### src/design/csft_ram.sv
// Generic single-port-write, registered-read RAM.
module csft_ram #(
  parameter int WIDTH = 32,
  parameter int DEPTH = 32
) (
  input  logic                     clk_i,
  input  logic                     we_i,
  input  logic [$clog2(DEPTH)-1:0] waddr_i,
  input  logic [WIDTH-1:0]         wdata_i,
  input  logic [$clog2(DEPTH)-1:0] raddr_i,
  output logic [WIDTH-1:0]         rdata_o
);

  logic [WIDTH-1:0] mem_q [DEPTH];

  always_ff @(posedge clk_i) begin
    if (we_i) begin
      mem_q[waddr_i] <= wdata_i;
    end
    rdata_o <= mem_q[raddr_i];
  end

endmodule

### config.mk
export PLATFORM = sky130hd
export DESIGN_NAME = csft_ram
export DESIGN_NICKNAME = d
export VERILOG_FILES = /design/src/design/csft_ram.sv
export SDC_FILE = /design/constraint.sdc
export NUM_CORES = 1
export LEC_CHECK = 0
export BUFFER_PORTS_ARGS = -buffer_cell sky130_fd_sc_hd__buf_2
export CORE_ASPECT_RATIO = 0.75
export CORE_MARGIN = 2
export CORE_UTILIZATION = 60
export CTS_CLUSTER_DIAMETER = 60
export DETAILED_ROUTE_END_ITERATION = 8
export PLACE_DENSITY = 0.8
export SLEW_MARGIN = 20
export SYNTH_ARGS = -nofsm -noshare
export SYNTH_HDL_FRONTEND = slang
export SYNTH_SLANG_ARGS = --single-unit
### constraint.sdc
create_clock -name clk_i -period 3.5 [get_ports clk_i]
set_input_delay 0.175 -clock clk_i [delete_from_list [all_inputs] [get_ports clk_i]]
set_output_delay 0.175 -clock clk_i [all_outputs]
set_load 0.01 [all_outputs]
==> results of run 1 <==
layout by cell type (no fill, tap or decap), drive strengths merged:
cell and instances:
nand2b 2, nand3 98, a21oi 96, clkinv 29, clkbuf 126, mux2i 512, and2 1, dfxtp 32
a22o 64, or3 1, or2 1, nor2 34, a31oi 32, and2b 1, inv 4, edfxtp 1024
nand2 98, diode 2, nor2b 1, a22oi 96, clkinvlp 4, or3b 3, nor3 32, bufinv 11
nand3b 5, buf 147
worst max-delay path, stage by stage:
cell	delay (ns)
buf_8	0.21
buf_12	0.37
buf_4	0.35
mux2i_1	0.25
a22o_1	0.17
nor3_1	0.09
a31oi_1	0.43
nand3_1	0.27
cells by family (layout without fill, tap and decap cells):
logic type      Yosys count  count (layout)
buf+inv                 127             321
flops                  1056            1056
other cells               0               2
compound gates          288             288
mux                     512             512
simple gates            277             277
final timing paths:
check                      from           end  cells after the start
setup / recovery     raddr_i[0]   rdata_o[16]                      8
hold / removal      wdata_i[11]  mem_q[6][11]                      1
setup reg to reg   mem_q[1][16]   rdata_o[16]                      5
hold reg to reg   mem_q[27][21]   rdata_o[21]                      4
where the power goes:
group / switching (mW) / total [mW] / internal (mW)
Clock: 4.50 / 10.5 / 6.00
Sequential: 0.101 / 14.2 / 14.1
Combinational: 0.982 / 1.41 / 0.428
per-stage QoR:
| stage | instance area [um^2] | total power [mW] | hold WS, ns |
|---|---|---|---|
| 4_1_cts | 45200 | 26.1 | 0.0321 |
| 6_report | 45300 | 26.1 | 0.0659 |
| 2_1_floorplan | 40500 | 15.1 | 0.274 |
| 3_5_place_dp | 42100 | 15.8 | 0.572 |
| 3_3_place_gp | 42100 | 15.7 | 0.578 |
| 5_1_grt | 45300 | 26.7 | 0.0726 |
cell type report:
| type | count | area, um^2 | share of cell area |
|---|---|---|---|
| clock inverter | 48 | 539 | 0.0119 |
| antenna | 2 | 5.00 | 0.000111 |
| timing repair buffer | 147 | 1060 | 0.0234 |
| sequential | 1056 | 31400 | 0.693 |
| tap | 882 | 1100 | 0.0244 |
| multi-input combinational | 1077 | 8610 | 0.190 |
| clock buffer | 126 | 2580 | 0.0569 |
registers in the layout, indices dropped and copies added, names as in the netlist:
name and flops:
mem_q 1024, rdata_o 32
routing by layer:
metal  wire [um]  GRT usage  share of wire
met1       38900      0.417           0.40
met2       41600      0.389           0.42
met3       14400      0.105           0.15
met4        3060     0.0872          0.031
met5         168     0.0116         0.0017
==> summary.txt, run 1 <==
STA
  • Final min period: 1.92 ns
  • RSZ-0062 raised after global routing: no
  • Tcrit/Tclk final: 0.548
  • Fin. Hold Viols: 0
  • Max_slew headroom: 0.265
  • Max-slew violation count: 0
  • Fmax: 521 MHz
  • Clock skew: 0.0253 ns
  • Setup TNS: 0 ns
  • Final worst-path setup slack: 1.58 ns
  • Final Setup Violations: 0
  • Worst-Margin Slew: 1.10 ns

Logic synthesis
  • Synth unique cells: 25
  • Area share of fa/ha/maj cells after synthesis: 0
  • Largest family of logic cells by synthesized area: multiplexers
  • Synth Area in Compound Gates: 0.0485
  • Top-count cell post-synth: edfxtp_1
  • Yosys warns: 0
  • Mapped Area: 0.0405 mm^2
  • Syn_area_per_cell: 17.9 um^2
  • Share of synthesized area spent on multiplexers: 0.127
  • Cell taking the most area after synthesis: edfxtp_1
  • Sequential area share after synthesis: 0.775
  • Area contributors post-synth: edfxtp_1, mux2i_1, a22oi_1
  • Synth Area in XOR/XNOR: 0
  • Most used DFF post-synth: edfxtp_1
  • Synth top area share: 0.760
  • Simple-gate share of the synthesized area: 0.0310
  • FFs w/ async S/R, synth: 0
  • #FFs+latches synth: 1056
  • Cells after Synth: 2260
  • Commonest cells in the netlist: edfxtp_1, mux2i_1, nand2_1, nand3_1
  • Number of synthesized flops with an enable pin: 1024
  • Syn_nets: 2304

Floorplan
  • Ports: 76
  • Initial core utilization: 0.606
  • FP Rows: 82
  • Core region area: 0.0668 mm^2
  • Die area: 0.0696 mm^2
  • Chip Width: 304 um
  • Die extent in y: 229 um

Pwr
  • Leak: 15.8 nW
  • Power per cell area: 576 mW/mm^2
  • Max VDD drop: 495 uV

GRT
  • Total track usage: 0.282
  • Largest net degree at the start of global routing: 142
  • First-pass GRT wire length: 142000 um
  • Vias in the first global route: 21.2k
  • Initial antenna violation count: 7
  • GR Overflow Total: 0

Placed design
  • Buffers on Ports: 75
  • GPL Wtd Cong: 0.883
  • Post-DP HPWL: 58900 um
  • DP Cell Count: 3160
  • Pre-CTS WS: 1.06 ns

Detailed routing
  • Routed Antenna Nets: 0
  • Via count: 21.8k
  • Post-DR wirelength/cell: 29.4 um
  • # DRC: 0
  • TritonRoute pass-1 iters: 6
  • Iter 0 DRT Violations: 2966
  • Via density: 6.52
  • Routed WL: 98100 um

Cells and area
  • Final net count: 2421
  • P&R area growth vs syn: 11.9%
  • Share of layout cells above drive strength 1: 0.132
  • Non-filler cells, final: 3338
  • Filler Cells Inserted: 4090
  • Util after Layout: 0.678

Clock tree
  • CTS buffer count: 95
  • Postcts setup bufs: 0
  • CTS Buffer Depth: 3
  • Max H-tree Level: 3
  • Post-cts sizing count: 0
  • CTS tree: built
  • # clock sinks: 1056
  • Reg clk slew, reported paths: 0.06 ns
  • Clock Tree Root: clkbuf_16
  • Clk_lat worst skew: 0.66 ns
  • Hold-fix buffers at CTS: 0

Setup path
  • Crit path kind: in -> reg
  • Worst setup EP type: flop
  • R2r setup slk: 1.63 ns
  • CP Data Arrival Time: 2.38 ns
  • Worst-path maximum fanout: 56
  • Worst EP required: 3.96 ns
  • Setup crit start kind: input port

Outcome
  • Status: complete, no violations

Worst hold path
  • Min-delay worst type: in -> reg

Job
  • Max_cap viols: 0
No activity file was read; power rests on OpenSTA's default activity.
==> inputs of run 2 (changes only) <==
Settings changed: CORE_UTILIZATION 60 to 56, PLACE_DENSITY 0.8 to 0.78.
Clock period 3.5 ns to 1.57 ns, I/O delays scaled along.
==> summary.txt, run 2 (synthesis gave the netlist of run 1 again) <==
Placed design
  • Pre-CTS WS: -0.262 ns (was 1.06 ns)
  • Placed inst area: 0.0443 mm^2 (was 0.0421 mm^2)
  • Buffers on Ports: 75 (unchanged)
  • Post-DP HPWL: 57700 um (was 58900 um)
  • GPL Wtd Cong: 0.840 (was 0.883)

Detailed routing
  • TritonRoute pass-1 iters: 5 (was 6)
  • Via count: 22.5k (was 21.8k)
  • # DRC: 0 (unchanged)
  • Routed Antenna Nets: 0 (unchanged)
  • Iter 0 DRT Violations: 3024 (was 2966)
  • Via density: 6.29 (was 6.52)
  • Routed WL: 99800 um (was 98100 um)
  • Post-DR wirelength/cell: 27.9 um (was 29.4 um)

GRT
  • Vias in the first global route: 22.6k (was 21.2k)
  • Largest net degree at the start of global routing: 54 (was 142)
  • Initial antenna violation count: 2 (was 7)
  • GR Overflow Total: 0 (unchanged)
  • First-pass GRT wire length: 146000 um (was 142000 um)
  • Total track usage: 0.270 (was 0.282)

STA
  • Fin. Hold Viols: 0 (unchanged)
  • RSZ-0062 raised after global routing: no (unchanged)
  • Final min period: 1.49 ns
  • Max_slew headroom: 0.547 (was 0.265)
  • Final Setup Violations: 0 (unchanged)
  • Worst-Margin Slew: 0.680 ns (was 1.10 ns)
  • Tcrit/Tclk final: 0.948
  • Fmax: 672 MHz
  • Worst hold margin: 0.158 ns (was 0.0659 ns)
  • Final worst-path setup slack: 0.0823 ns (was 1.58 ns)
  • Clock skew: 0.0189 ns (was 0.0253 ns)
  • Max-slew violation count: 0 (unchanged)

Cells and area
  • Final net count: 2584 (was 2421)
  • Commonest non-fill, non-tap cells in the layout: edfxtp_1, mux2i_1, buf_4 (was edfxtp_1, mux2i_1, nand3_1, clkbuf_16, nand2_1)
  • Post-route cell area: 0.0478 mm^2 (was 0.0453 mm^2)
  • Top flop regs: mem_q (1024), rdata_o (32) (unchanged)
  • Max reg flops: 1024 (unchanged)
  • Leading cell type in the layout, fill and taps excluded: edfxtp_1 (unchanged)
  • P&R area growth vs syn: 17.9% (was 11.9%)
  • Share of layout cells above drive strength 1: 0.175 (was 0.132)
  • Largest reg by FF count: mem_q (unchanged)
  • Ant. Diodes: 0 (was 2)

Clock tree
  • Max H-tree Level: 3 (unchanged)
  • CTS tree: built (unchanged)
  • Reg clk slew, reported paths: 0.07 ns (was 0.06 ns)
  • Clk_lat worst skew: 0.66 ns (about the same)
  • CTS Buffer Depth: 3 (unchanged)
  • # clock sinks: 1056 (unchanged)
  • CTS buffer count: 96 (was 95)
  • Clock Tree Root: clkbuf_16 (unchanged)
  • Postcts setup bufs: 0 (unchanged)

Setup path
  • Setup crit start kind: flop (was input port)
  • Worst-path maximum fanout: 1 (was 56)
  • CP Data Arrival Time: 1.98 ns (was 2.38 ns)
  • Worst EP required: 2.06 ns (was 3.96 ns)
  • Worst setup EP type: flop (unchanged)
  • Crit path kind: reg -> reg (was in -> reg)

Floorplan
  • Chip Width: 314 um (was 304 um)
  • Die area: 0.0745 mm^2 (was 0.0696 mm^2)
  • Initial core utilization: 0.565 (was 0.606)
  • Core region area: 0.0717 mm^2 (was 0.0668 mm^2)
  • FP Rows: 85 (was 82)
  • Ports: 76 (unchanged)
  • Die extent in y: 237 um (was 229 um)

Job
  • Max_cap viols: 0 (unchanged)

Pwr
  • Power per cell area: 1220 mW/mm^2 (was 576 mW/mm^2)
  • Max VDD drop: 1070 uV (was 495 uV)
  • Power Total: 58.3 mW (was 26.1 mW)
  • Leak: 16.9 nW (was 15.8 nW)

Worst hold path
  • Min-delay worst type: in -> reg (unchanged)

Outcome
  • Status: complete, no violations (unchanged)
run 2: changes by cell type in the layout (fill, tap and decap cells not counted), moves of 3 or more:
cell,delta
buf_4,+45
buf_12,+86
clkbuf_8,+5
clkbuf_1,+5
clkinv_1,-6
clkinvlp_4,-3
dlygate4sd3_1,+32
run 2: metal layers:
layer / GRT usage / vias up / share of wire
met3: 0.0577 / 194 / 0.11
met4: 0.0772 / 2 / 0.026
met2: 0.429 / 1312 / 0.48
met1: 0.380 / 11400 / 0.39
met5: 0 / - / 0.00015
li1: - / 9536 / -
run 2: cell type report:
type	count	area [um^2]
fillers	4516	23900
well taps	957	1200
clock inverters	40	443
multi-input cells	1077	8620
clock buffers	137	2690
repair buffers	309	3410
flip-flops and latches	1056	31400
run 2: worst paths after layout:
check / end / cells after the start / start / slack (ns)
min reg2reg: rdata_o[26] / 4 / mem_q[17][26] / 0.59
min: rdata_o[26] / 6 / raddr_i[4] / 0.16
max: rdata_o[31] / 6 / mem_q[7][31] / 0.08
max reg2reg: rdata_o[31] / 6 / mem_q[7][31] / 0.08
run 2: per-stage QoR:
stage,TNS [ns],util,cells
2_1_floorplan,-172.16,-,2260
3_3_place_gp,-1.55,0.618,3367
3_5_place_dp,-3.92,0.618,3367
4_1_cts,0,0.666,3576
5_1_grt,0,0.666,3576
6_report,0,0.666,3576
run 2: power by group:
part / switching [mW] / leakage (nW) / internal (mW)
clock network: 9.97 / 1.53 / 13.4
registers: 0.155 / 9.49 / 31.3
logic: 2.08 / 5.89 / 1.33
total: 12.2 / 16.9 / 46.1
run 2: critical path, cell delays in order, from the launching register on:
cell      delay, ns
edfxtp_1       0.37
mux2i_1        0.14
a22o_1         0.16
nor3_1         0.05
buf_4          0.14
a31oi_1        0.27
nand3_1        0.18
run 2: what timing repair did:
item / CTS / global route
hold buffers: 32 / 0
setup endpoints to repair: 0 / 1
resized for setup: 0 / 1
hold endpoints to repair: 1024 / 0
